==> src/hw/rtl/blpm_pkg.sv <==
// shared types, constants and codes for the binary trie longest prefix match core
// no dependencies
package blpm_pkg;

  localparam int NODE_ENTRIES = 4096;
  localparam int NODE_AW      = $clog2(NODE_ENTRIES);
  localparam int ADDRESS_BITS = 128;
  localparam int ADDR_W       = 128;
  localparam int DEPTH_W      = 8;
  localparam int NODE_CNT_W   = 13;
  localparam int NET_CNT_W    = 17;
  localparam int NET_W        = 16;
  localparam int CFG_W        = 17;
  localparam int QUEUE_DEPTH  = 4;
  localparam int QPTR_W       = $clog2(QUEUE_DEPTH);

  localparam logic OP_LOAD   = 1'b0;
  localparam logic OP_LOOKUP = 1'b1;

  localparam logic CFG_NODE_COUNT    = 1'b0;
  localparam logic CFG_NETWORK_COUNT = 1'b1;

  localparam logic [1:0] ST_FOUND       = 2'd0;
  localparam logic [1:0] ST_NOT_FOUND   = 2'd1;
  localparam logic [1:0] ST_BAD_NODE    = 2'd2;
  localparam logic [1:0] ST_BAD_NETWORK = 2'd3;

  typedef struct packed {
    logic        opcode;
    logic [11:0] node_slot;
    logic [11:0] zero_child;
    logic [11:0] one_child;
    logic        has_network;
    logic [15:0] network_number;
    logic [63:0] address_high;
    logic [63:0] address_low;
  } in_t;

  typedef struct packed {
    logic [1:0]  status;
    logic [15:0] match_net;
    logic [7:0]  prefix_length;
  } out_t;

  typedef struct packed {
    logic [NODE_AW-1:0] zero_child;
    logic [NODE_AW-1:0] one_child;
    logic               has_network;
    logic [NET_W-1:0]   network_number;
  } node_t;

  typedef struct packed {
    logic               kind;
    logic [NODE_AW-1:0] slot;
    node_t              node;
    logic [ADDR_W-1:0]  addr;
  } work_t;

endpackage

==> src/hw/rtl/blpm_front.sv <==
// front end: takes commands, classifies them and packs them for the work queue
// depends on blpm_pkg
module blpm_front (
  input  logic            clk,
  input  logic            rst,
  input  logic            start,
  output logic            busy,
  input  blpm_pkg::in_t   item,
  input  logic            q_full,
  output logic            push,
  output blpm_pkg::work_t push_data
);
  import blpm_pkg::*;

  logic  fv;
  work_t fw;
  work_t fw_next;
  logic  accept;

  assign busy   = fv && q_full;
  assign accept = start && !busy;
  assign push   = fv && !q_full;
  assign push_data = fw;

  always_comb begin
    fw_next.kind                = (item.opcode == OP_LOOKUP) ? OP_LOOKUP : OP_LOAD;
    fw_next.slot                = item.node_slot[NODE_AW-1:0];
    fw_next.node.zero_child     = item.zero_child[NODE_AW-1:0];
    fw_next.node.one_child      = item.one_child[NODE_AW-1:0];
    fw_next.node.has_network    = item.has_network;
    fw_next.node.network_number = item.network_number;
    fw_next.addr                = {item.address_high, item.address_low};
  end

  always_ff @(posedge clk) begin
    if (rst) begin
      fv <= 1'b0;
    end else if (accept) begin
      fv <= 1'b1;
    end else if (push) begin
      fv <= 1'b0;
    end
  end

  always_ff @(posedge clk) begin
    if (accept) begin
      fw <= fw_next;
    end
  end

endmodule

==> config.mk <==
export PLATFORM = sky130hd
export DESIGN_NAME = blpm_front
export DESIGN_NICKNAME = d
export VERILOG_FILES = /design/src/hw/rtl/blpm_pkg.sv /design/src/hw/rtl/blpm_front.sv
export SDC_FILE = /design/constraint.sdc
export NUM_CORES = 1
export LEC_CHECK = 0
export ABC_AREA = 1
export BUFFER_PORTS_ARGS = -buffer_cell sky130_fd_sc_hd__buf_4
export CAP_MARGIN = 20
export CORE_AREA = 2 2 145 147
export CTS_BUF_LIST = sky130_fd_sc_hd__clkbuf_4
export DETAILED_ROUTE_END_ITERATION = 7
export DIE_AREA = 0 0 147 149
export REMOVE_ABC_BUFFERS = 1
export SYNTH_ARGS = -nofsm -noshare
export SYNTH_HDL_FRONTEND = slang
export SYNTH_SLANG_ARGS = --single-unit
==> constraint.sdc <==
create_clock -name clk -period 12 [get_ports clk]
set_clock_uncertainty 0.2 [all_clocks]
set_input_delay 2.4 -clock clk [delete_from_list [all_inputs] [get_ports clk]]
set_output_delay 2.4 -clock clk [all_outputs]
set_load 0.005 [all_outputs]
=== Word level (Yosys, flattened, before mapping) ===
Index checks and enable logic that the tools add are counted.

* Reductions and logical operators: 6
* Multiplexer cells: 3

{| class="wikitable"
|+ Operators by type and width
! cell !! count
|-
| $logic_and 1x1->1 || 3
|-
| $mux 1 || 3
|-
| $logic_not 1->1 || 2
|-
| $reduce_bool 2->1 || 1
|}

* Word-level logic and storage cells: 17
* Output and inout port bits: 184
* Input port bits: 186
* Bits in registers: 183

=== Logic depth before layout (Yosys ltp) ===
* Depth in word-level cells: 4
* Mapped depth: 3
* Depth with buffers taken out: 3

=== Least setup slack after synthesis ===
OpenSTA, ideal clock, no wires.

* Kind: input to register
* Start point: input q_full
* End point: register fw (netlist bit push_data[0]), enable pin
* Data required time: 11068 ps
* Setup time: 732 ps
* Arrival time: 10156 ps
* Stages on the path: 3
* Path buffers: 0
* Setup slack: 912 ps
* Cells stage by stage: nand2_2 -> inv_2 -> nor2_1

* Longest elaborated chain between the ends: 3

{| class="wikitable"
|+ RTL lines
! item !! line !! source
|-
| start, declared || blpm_front.sv:9 || <nowiki>input logic q_full,</nowiki>
|-
| $logic_and 1x1->1 || blpm_front.sv:20 || <nowiki>assign busy = fv && q_full;</nowiki>
|-
| named net busy || blpm_front.sv:7 || <nowiki>output logic busy,</nowiki>
|-
| $logic_not 1->1 || blpm_front.sv:21 || <nowiki>assign accept = start && !busy;</nowiki>
|-
| $logic_and 1x1->1 || blpm_front.sv:21 ||
|-
| named net accept || blpm_front.sv:18 || <nowiki>logic accept;</nowiki>
|-
| end signal, assigned || blpm_front.sv:47 || <nowiki>fw <= fw_next;</nowiki>
|-
| end, declared || blpm_front.sv:16 || <nowiki>work_t fw;</nowiki>
|}

The timed path passes the listed nets, and every way through them passes these cells.
A chain may end at the register's enable or synchronous reset.

=== Worst setup path in the final report ===
* Start point: input q_full
* End point: output busy

* Longest elaborated chain between the ends: 1

{| class="wikitable"
|+ RTL lines
! item !! line
|-
| $logic_and 1x1->1 || blpm_front.sv:20
|-
| end, declared || blpm_front.sv:7
|}

No other way between the ends.

==> results.md <==
Setup path:
- The required time of the critical path is 9400 ps.
- At the worst endpoint, the arrival time is 2780 ps.
- The depth of the worst register-to-register path is 4.
- The critical path class is input pin to output pin.
- The kind of start point of the critical path is an input pin.
- The kind of end point of the critical path is an output pin.
- The maximum net fanout on the critical path is 2.

Synthesis:
- The synthesized area per cell is 29.0 sq um.
- Counting flops with an async set or reset pin after synthesis yields a share of 0.
- After synthesis, the most frequently instantiated cells are sky130_fd_sc_hd__edfxtp_1 (182), sky130_fd_sc_hd__inv_1 (2), sky130_fd_sc_hd__nor2_1 (2).
- The gate count after technology mapping is 190.
- The most area-hungry cell type in the Yosys netlist is sky130_fd_sc_hd__edfxtp_1.
- The mux share of post-synthesis cell area is 0.
- The compound-cell area share of the yosys netlist is 0.00159.
- The arithmetic-cell share of the synthesized area counting full adders, half adders and majority gates is 0.
- The xor/xnor share of the synthesized area is 0.
- The mapped netlist covers 5520 sq um.
- The largest family of logic cells by synthesized area is simple AND/OR/NAND/NOR gates.
- In the post-synthesis netlist, the cell with the most instances is sky130_fd_sc_hd__edfxtp_1.
- The most common flop cell mapped by yosys is sky130_fd_sc_hd__edfxtp_1.
- The simple-gate area share of the yosys netlist is 0.00249.
- In this run, synthesis inferred 182 flip-flops with an integrated enable.
- The sequential element share of the synthesized area is 0.994.
- The synthesized design contains 183 register bits.
- The share of the synthesized area in the top cell type is 0.990.
- Yosys mapped the design onto 7 distinct sky130hd cell types.
- The warning count from the yosys run is 0.
- Ranked by total cell area, the synthesized netlist is headed by sky130_fd_sc_hd__edfxtp_1 (99%), sky130_fd_sc_hd__dfxtp_1 (0.36%), sky130_fd_sc_hd__a21oi_2 (0.16%).

Timing:
- Setup violations remaining at the end of the flow were counted as 0.
- The max-slew violation count came to 0.
- The worst pin sits at a relative slew slack of 0.319.
- The number of failing hold endpoints at the final stage is 0.
- For the final routed database, the setup TNS stands at 0 ps.
- The slew at the pin closest to its max-slew limit is 1020 ps.
- Of the available clock period, the critical path in the final layout requires 0.448.
- The minimum period implied by the final worst setup slack is 5380 ps.
- The fmax is 186 MHz.
- Setup repair after global routing left no endpoint under its margin.

Routing:
- The first detailed-routing pass took 4 iterations.
- The detailed-route wire length per cell is 16.4 um.
- The number of DRC violations after detailed-routing iteration 0 is 142.
- The aggregate routed wire length is 14200 um.
- For this run, design rule violations remaining after detail routing come to 0.
- The routed via count divided by cell count is 3.91.
- The routed via count is 3398.
- The number of nets with antenna violations after routing is 0.

Clock network:
- The deepest level of the CTS H-tree is 4.
- The clock latency on the worst-skew pair is 530 ps.
- TritonCTS built the clock tree.
- The clock sink count is 183.
- The clock passes through at most 2 buffers.
- TritonCTS created 17 clock buffers.
- The tree is rooted in a sky130_fd_sc_hd__clkbuf_4.
- The count of hold buffers inserted by post-cts repair is 0.
- The post-cts sizing count is 0.
- The clock transition at the registers of the reported paths is 150 ps.
- In this run the post-CTS setup repair buffer count came out at 0.

Place:
- The routability congestion estimate from global placement is 0.813.
- The count of buffers from port buffering is 369.
- Detailed placement finished with a half-perimeter wire length of 10900 um.
- After detailed placement, the design holds a cell count of 836.

Floorplan:
- The initial utilization of the core area, before any placement, comes to 0.268.
- The x dimension of the die is 147 um.
- In this run the standard cell core region covers 20600 sq um.
- The number of rows in the core area is 53.
- The die outline area is 21900 sq um.
- The number of primary I/O pins is 370.
- The floorplan step set the die height to 149 um.

GRT:
- The most used routing layer in global routing is met2.
- For this run, global-route usage on met1 was measured as 0.130.
- The via count of the first global-routing pass is 3519.
- The number of antenna violations at the first check in global routing was 1.
- In the global route stage, met3 resource usage came out at 0.0606.
- The first global-routing pass estimated 19800 um of wire.
- The pin count of the biggest net entering global routing is 83.
- In the global route stage, met2 resource usage came out at 0.210.
- The global-route usage over all layers is 0.123.
- The overflow left after global routing is 0.

Power and ir drop:
- The design draws 1.20 mW.
- For this design the static power due to leakage is 3.72 nW.
- The power density over the cells is 135 nW/um^2.
- The worst ir drop on vdd is 0.0590 mV.

Final layout:
- In the final design database the tool counted 766 nets.
- The ratio of cells with drive above 1 in the final layout is 0.683.
- Relative to the synthesized area, the layout overhead comes to 61.6%.
- The non-filler instance count after layout is 869.

Worst hold path:
- The tightest min-delay check is of the register to register type.
- Counting instances, the worst hold path has a depth of 2.

Run:
- Max-cap violations in this run came to 0.

Run status:
- The flow ran to the end, and the final reports show no timing, DRC or antenna violations.
[metal layers]
metal	part of all wire	wire length, um
met1	0.36	5060
met2	0.51	7300
met3	0.11	1620
met4	0.018	257
met5	0	0
[layout make-up]
type / count / area [sq um]
antenna: 1 / 2.50
clock inverter: 15 / 135
sequential: 183 / 5490
timing repair buffer: 371 / 2790
multi-input combinational: 4 / 30.0
inverter: 3 / 11.3
fill: 1881 / 11600
clock buffer: 17 / 128
tap: 275 / 344
[critical path, cell delays in order]
cell,delay (ps)
sky130_fd_sc_hd__buf_4,120
sky130_fd_sc_hd__nand2_2,80
sky130_fd_sc_hd__inv_2,50
sky130_fd_sc_hd__buf_4,130
[metrics by stage]
step | hold slack, ps | instance area [sq um] | setup slack [ps] | util
after floorplan | 253 | 5520 | 912 | -
after global placement | 265 | 8660 | 6630 | 0.421
after detailed placement | 287 | 8660 | 6620 | 0.421
after CTS | 312 | 8920 | 6620 | 0.434
after global routing | 330 | 8920 | 6610 | 0.434
final | 310 | 8920 | 6620 | 0.434
[placed cells by master, fill, tap and decap left out, drive strengths merged]
| cell type | instances |
|---|---|
| diode | 1 |
| clkbuf | 17 |
| buf | 371 |
| a21oi | 1 |
| nand2 | 1 |
| dfxtp | 1 |
| nor2 | 2 |
| inv | 12 |
| clkinv | 6 |
| edfxtp | 182 |
[final timing paths]
kind	start	to	slack, ps
hold reg to reg	fv$_SDFFE_PP0P_	fv$_SDFFE_PP0P_	310
hold / removal	fv$_SDFFE_PP0P_	fv$_SDFFE_PP0P_	310
setup reg to reg	fv$_SDFFE_PP0P_	push_data[109]$_DFFE_PP_	9560
setup / recovery	q_full	busy	6620
[where the power goes]
part           internal, mW  switching [mW]
clock                0.0920           0.229
combinational        0.0779          0.0446
sequential            0.748          0.0108
total                 0.918           0.284
[registers in the layout, summed over array words and instances (netlist names)]
register,count
push_data,182
fv,1
[cell families (layout without fill, tap and decap cells)]
logic type | after synthesis | in the layout
DFF | 183 | 183
and+or+nand+nor | 3 | 3
buffers and inverters | 3 | 406
AOI/OAI and AO/OA | 1 | 1
other | 0 | 1
(Power assumes the default switching activity.)
