**config.mk**
```make
export PLATFORM = sky130hd
export DESIGN_NAME = blpm_queue
export DESIGN_NICKNAME = d
export VERILOG_FILES = /design/src/hw/rtl/blpm_pkg.sv /design/src/hw/rtl/blpm_queue.sv
export SDC_FILE = /design/constraint.sdc
export NUM_CORES = 1
export LEC_CHECK = 0
export ABC_AREA = 0
export BUFFER_PORTS_ARGS = -buffer_cell sky130_fd_sc_hd__buf_4
export CELL_PAD_IN_SITES_DETAIL_PLACEMENT = 0
export CELL_PAD_IN_SITES_GLOBAL_PLACEMENT = 1
export CORE_UTILIZATION = 54
export CTS_CLUSTER_DIAMETER = 80
export CTS_CLUSTER_SIZE = 16
export DETAILED_ROUTE_END_ITERATION = 8
export GPL_ROUTABILITY_DRIVEN = 0
export PLACE_DENSITY = 0.95
export SETUP_SLACK_MARGIN = 0.5
export SLEW_MARGIN = 5
export SYNTH_ARGS = -nofsm -noshare
export SYNTH_HDL_FRONTEND = slang
export SYNTH_SLANG_ARGS = --single-unit
export TNS_END_PERCENT = 5
```
**constraint.sdc**
```tcl
create_clock -name clk -period 11.6 [get_ports clk]
set_clock_uncertainty 0.2 [all_clocks]
set_input_delay 0.58 -clock clk [delete_from_list [all_inputs] [get_ports clk]]
set_output_delay 0.58 -clock clk [all_outputs]
set_load 0.01 [all_outputs]
```
**src/hw/rtl/blpm_pkg.sv**
```systemverilog
// shared types, constants and codes for the binary trie longest prefix match core
// no dependencies
package blpm_pkg;

  localparam int NODE_ENTRIES = 4096;
  localparam int NODE_AW      = $clog2(NODE_ENTRIES);
  localparam int ADDRESS_BITS = 128;
  localparam int ADDR_W       = 128;
  localparam int DEPTH_W      = 8;
  localparam int NODE_CNT_W   = 13;
  localparam int NET_CNT_W    = 17;
  localparam int NET_W        = 16;
  localparam int CFG_W        = 17;
  localparam int QUEUE_DEPTH  = 4;
  localparam int QPTR_W       = $clog2(QUEUE_DEPTH);

  localparam logic OP_LOAD   = 1'b0;
  localparam logic OP_LOOKUP = 1'b1;

  localparam logic CFG_NODE_COUNT    = 1'b0;
  localparam logic CFG_NETWORK_COUNT = 1'b1;

  localparam logic [1:0] ST_FOUND       = 2'd0;
  localparam logic [1:0] ST_NOT_FOUND   = 2'd1;
  localparam logic [1:0] ST_BAD_NODE    = 2'd2;
  localparam logic [1:0] ST_BAD_NETWORK = 2'd3;

  typedef struct packed {
    logic        opcode;
    logic [11:0] node_slot;
    logic [11:0] zero_child;
    logic [11:0] one_child;
    logic        has_network;
    logic [15:0] network_number;
    logic [63:0] address_high;
    logic [63:0] address_low;
  } in_t;

  typedef struct packed {
    logic [1:0]  status;
    logic [15:0] match_net;
    logic [7:0]  prefix_length;
  } out_t;

  typedef struct packed {
    logic [NODE_AW-1:0] zero_child;
    logic [NODE_AW-1:0] one_child;
    logic               has_network;
    logic [NET_W-1:0]   network_number;
  } node_t;

  typedef struct packed {
    logic               kind;
    logic [NODE_AW-1:0] slot;
    node_t              node;
    logic [ADDR_W-1:0]  addr;
  } work_t;

endpackage

```
**src/hw/rtl/blpm_queue.sv**
```systemverilog
// short work queue between the front end and the trie walker
// depends on blpm_pkg
module blpm_queue (
  input  logic            clk,
  input  logic            rst,
  input  logic            push,
  input  blpm_pkg::work_t push_data,
  output logic            full,
  input  logic            pop,
  output logic            empty,
  output blpm_pkg::work_t head
);
  import blpm_pkg::*;

  work_t             slots [QUEUE_DEPTH];
  logic [QPTR_W-1:0] wptr;
  logic [QPTR_W-1:0] rptr;
  logic [QPTR_W:0]   count;

  assign full  = count == (QPTR_W+1)'(QUEUE_DEPTH);
  assign empty = count == '0;
  assign head  = slots[rptr];

  always_ff @(posedge clk) begin
    if (rst) begin
      wptr  <= '0;
      rptr  <= '0;
      count <= '0;
    end else begin
      if (push) begin
        wptr <= wptr + 1'b1;
      end
      if (pop) begin
        rptr <= rptr + 1'b1;
      end
      if (push && !pop) begin
        count <= count + 1'b1;
      end else if (pop && !push) begin
        count <= count - 1'b1;
      end
    end
  end

  always_ff @(posedge clk) begin
    if (push) begin
      slots[wptr] <= push_data;
    end
  end

endmodule

```
**Yosys cells after proc, flatten, opt, wreduce, memory -nomap -nowiden**

Memory sizes are Yosys's and may differ from the RTL's. A register that Yosys moved wholly into a read port is not among the register bits.
Cells that the tools add are included.

- Add/sub/neg operators: 4
- Eq/ne operators: 1
- Multiplexer cells: 6
- Reductions and logical operators: 6

Operators with widths:

| operator | count |
|---|---|
| $mux 3 | 2 |
| $add 2x1->2 const B | 2 |
| $mux 2 | 2 |
| $add 3x1->3 const B | 1 |
| $eq 3x3->1 const B | 1 |
| $logic_not 3->1 | 1 |
| $sub 3x1->3 const B | 1 |
| $logic_and 1x1->1 | 2 |
| $logic_not 1->1 | 2 |
| $mux 1 | 2 |
| $reduce_bool 2->1 | 1 |

- Bits in registers: 7
- Memory bits (writable): 728
- Bits of input ports: 186
- Memories: 1

Memory list:

| name | words | bits a word | read ports | clocked after memory_dff | write ports | RTL line | RTL |
|---|---|---|---|---|---|---|---|
| slots | 4 | 182 | 1 | 1 | 1 | blpm_queue.sv:15 | `work_t slots [QUEUE_DEPTH];` |

**Logic depth before layout (Yosys ltp)**

- Word-level depth: 4
- Mapped depth: 7

**Least setup slack after synthesis**

No wires, ideal clock.

- Kind: input -> register
- From: in push
- To: mem slots[0][0] in the netlist's numbering (enable)
- Library setup time: 0.564 ns
- Data arrival time: 4.716 ns
- Data required time: 10.836 ns
- Setup slack: 6.120 ns
- Cell stages on the path: 1
- Cells stage by stage: and2_1

- Cells in the longest elaborated chain, start to end: 2

RTL lines:

| element | RTL line | RTL |
|---|---|---|
| start: declaration | blpm_queue.sv:6 | `input logic push,` |
| $mux 1 | blpm_queue.sv:45 | `if (push) begin` |
| $mux 1 (implied by the code) | blpm_queue.sv:46 | `slots[wptr] <= push_data;` |
| end: declaration | blpm_queue.sv:15 |  |

No other way between the ends.

==> Flow_metrics.wiki <==
{| class="wikitable"
! Metric !! Value
|-
| Power consumption || 5.42 mW
|-
| Total leakage power || between 10 and 15 nW
|-
| Core area || ~0.049 mm²
|-
| Netlist area before placement || between 0.02 and 0.03 mm²
|-
| GR Overflow Total || 0
|-
| Initial standard-cell utilization of the core || 0.547
|-
| Via density per instance || around 5.7
|-
| Number of max-cap violations || 0
|-
| Max Fclk || between 200 and 250 MHz
|-
| Crit end category || output pin
|-
| Number of global-route vias before repair || ~14,000
|-
| Final hold violations || 0
|-
| Post-Place Cell Area || roughly 0.030 mm²
|-
| Vias || ~13,000
|-
| Worst path top cell family by delay || flip-flops
|-
| Startpoint type of the worst setup path || flop
|-
| Worst slew margin || 0.249
|-
| Residual DRC || 0
|-
| Most used cells in the layout excluding fill and tap cells || 728 x edfxtp_1, 380 x buf_4, 183 x dlygate4sd3_1
|-
| Flop and latch count out of synthesis || between 700 and 800
|-
| Run status || finished, final reports clean
|-
| Post-layout minimum cycle time || between 4 and 5 ns
|-
| Die boundary width || roughly 220 µm
|-
| Worst setup margin || approximately 7.5 ns
|-
| Wire length of the first global-routing pass || around 84,000 µm
|-
| Hold Path End || rptr[0]$_SDFFE_PP0P_
|-
| Post-synthesis sequential area ratio || 0.825
|-
| Cts-stage hold buffer count || about 180
|-
| Clock sink total || 737
|-
| Final nets || around 1,800
|-
| Power density cells || around 160 mW/mm²
|-
| CTS tree || done
|-
| Drt initial violations || approximately 1,100
|-
| Largest net degree at the start of global routing || between 100 and 150
|-
| Number of cells on the worst reg-to-reg path || 4
|-
| Worst skew pair latency || roughly 0.58 ns
|-
| GRT Resource Usage Total || 0.228
|-
| Worst voltage drop across the vdd grid || 0.000137 V
|-
| Number of buffers on the longest clock path || 3
|-
| Count of final max-slew check failures || 0
|-
| Area overhead of the layout relative to synthesis || 24.8%
|-
| I/O Pins || 370
|-
| Total Wirelength || about 57,000 µm
|-
| Worst Max-Slew Pin Slew || 1.13 ns
|-
| Number of antenna violations at the first check in global routing || 4
|-
| Resized cells post-CTS || 0
|-
| Number of fill cells in the layout || around 2,900
|-
| Number of placement rows || roughly 80
|-
| Critical setup path kind || reg -> out
|-
| Die Outline Area || approximately 0.050 mm²
|-
| Synthesis warning total || 0
|-
| Worst Hold Depth || 3
|-
| Unrepaired setup endpoints after global routing || no
|-
| Worst Min Path Start || pop
|-
| Syn_nets || ~1,200
|-
| CTS HTree Levels || 2
|-
| Number of nets with antenna violations after routing || 0
|-
| Most common cell after layout, fill and taps aside || edfxtp_1
|-
| Buffers inserted by post-CTS timing repair || 0
|-
| Post-detail-place hpwl || a little over 30,000 µm
|-
| Final standard cell utilization of the core || 0.682
|-
| Cells after Synth || 994
|-
| # setup viols final || 0
|-
| Root buffer selected by CTS || clkbuf_16
|-
| Data arrival at the endpoint of the critical path || 3.28 ns
|-
| Number of CTS-inserted buffers || 52
|-
| Worst setup slack for register-to-register paths || between 8 and 9 ns
|-
| Storage element area || about 0.022 mm²
|-
| Highest-delay cell along the critical path || dfxtp_4
|-
| Max Fanout on Critical Path || 100
|-
| Total area of multi-input combinational cells || around 0.0043 mm²
|-
| Share of post-route cells with drive strength above 1 || 0.394
|-
| Hold Crit Class || in -> reg
|-
| Average instance area after synthesis || about 27 µm²
|-
| Fin area || approximately 0.033 mm²
|-
| Number of detailed-route iterations in the first pass || 5
|-
| Beginning of the worst register-to-register path || wptr[0]$_SDFFE_PP0P_
|-
| Final critical-path share of the clock period || 0.350
|-
| Library cells used by synthesis || 21
|-
| Final routed wire length divided by cell count || around 25 µm
|-
| Stage delay of the slowest cell on the critical path || 0.93 ns
|-
| Die Span Y || around 220 µm
|-
| Crit path buf inv count || 2
|-
| Summed negative setup slack over all endpoints || 0 ns
|-
| Cell breakdown of the critical path || buf_12 > mux4_2 > buf_4
|-
| Clock transition time at the flip-flop clock pins of the worst setup and hold paths || about 0.070 ns
|-
| Minimum setup slack after placement || roughly 8 ns
|-
| Capturing point of the worst reg2reg path || slots[0][165]$_DFFE_PP_
|-
| Count of input and output buffers || about 370
|-
| Data required, critical path || 10.82 ns
|}
==> stage by stage <==
step	hold slack (ns)	instances
floorplan	0.266	994
detailed placement	0.312	1998
CTS	0.0551	2245
global placement	0.281	1998
finish	0.0976	2248
global route	0.0814	2246
==> worst max-delay path by stage <==
stage | cells past startpoint | slack, ns | end
4_1_cts | 3 | 7.46 | head[168]
3_5_place_dp | 3 | 8.10 | head[168]
5_1_grt | 3 | 7.30 | head[25]
6_report | 3 | 7.54 | head[35]
3_3_place_gp | 3 | 8.08 | head[168]
2_1_floorplan | 1 | 6.12 | slots[0][0]$_DFFE_PP_
==> synth_stat cells <==
| master | count | area share |
|---|---|---|
| edfxtp_1 | 728 | 0.82 |
| mux4_2 | 182 | 0.15 |
| buf_6 | 20 | 0.0084 |
| buf_2 | 12 | 0.0022 |
| dfxtp_1 | 9 | 0.0067 |
| clkbuf_1 | 8 | 0.0011 |
| nor2_1 | 7 | 0.00098 |
| ha_1 | 5 | 0.0023 |
| and2_1 | 4 | 0.00094 |
| inv_1 | 4 | 0.00056 |
| xor2_1 | 3 | 0.00098 |
| mux2i_1 | 2 | 0.00075 |
| xnor2_1 | 2 | 0.00066 |
| a21oi_1 | 1 | 0.00019 |
| buf_4 | 1 | 0.00028 |
| fa_1 | 1 | 0.00075 |
| nand2_1 | 1 | 0.00014 |
| nor3_1 | 1 | 0.00019 |
| nor3b_1 | 1 | 0.00028 |
| o21ai_0 | 1 | 0.00019 |
| or3_1 | 1 | 0.00023 |
==> logic make-up (layout without fill, tap and decap cells) <==
group | Yosys count | in the layout | share of synthesized area
buffers and inverters | 45 | 632 | 0.0126
adders and majority gates | 6 | 6 | 0.00309
muxes | 184 | 184 | 0.154
xor gates and xnor gates | 5 | 5 | 0.00164
and+or+nand+nor | 15 | 15 | 0.00276
DFF | 737 | 737 | 0.825
AOI/OAI and AO/OA | 2 | 2 | 0.000374
other | 0 | 3 | 0
==> report_power, final <==
| group | switching [mW] | internal [mW] |
|---|---|---|
| combinational | 0.321 | 0.352 |
| clock | 0.817 | 0.821 |
| sequential | 0.0486 | 3.06 |
==> worst min-delay path, delay by kind of cell <==
kind                      cells  cell delay [ns]
xor gates and xnor gates      1             0.09
buffers and inverters         1             0.10
and+or+nand+nor               1             0.08
==> sequential cells by signal, summed over array words and instances (netlist names), named ones only <==
register	flops
rptr	2
wptr	2
slots	728
count	3
==> per-layer routing <==
layer | track usage | wire length, µm | vias up
met2 | 0.399 | 30500 | 545
met3 | 0.0490 | 4080 | 92
met1 | 0.289 | 21400 | 6732
li1 | - | - | 5408
met4 | 0.0632 | 1310 | 2
met5 | 0 | 11 | -
==> area by class of cell <==
class / count / share of cell area
antenna: 3 / 0.000225
clock buffer: 63 / 0.0409
clock inverter: 1 / 0.000488
inverter: 4 / 0.000451
multi-input combinational: 212 / 0.130
sequential: 737 / 0.662
tap: 664 / 0.0249
timing repair buffer: 564 / 0.141
Note: power is estimated with default switching activity, not from simulation.
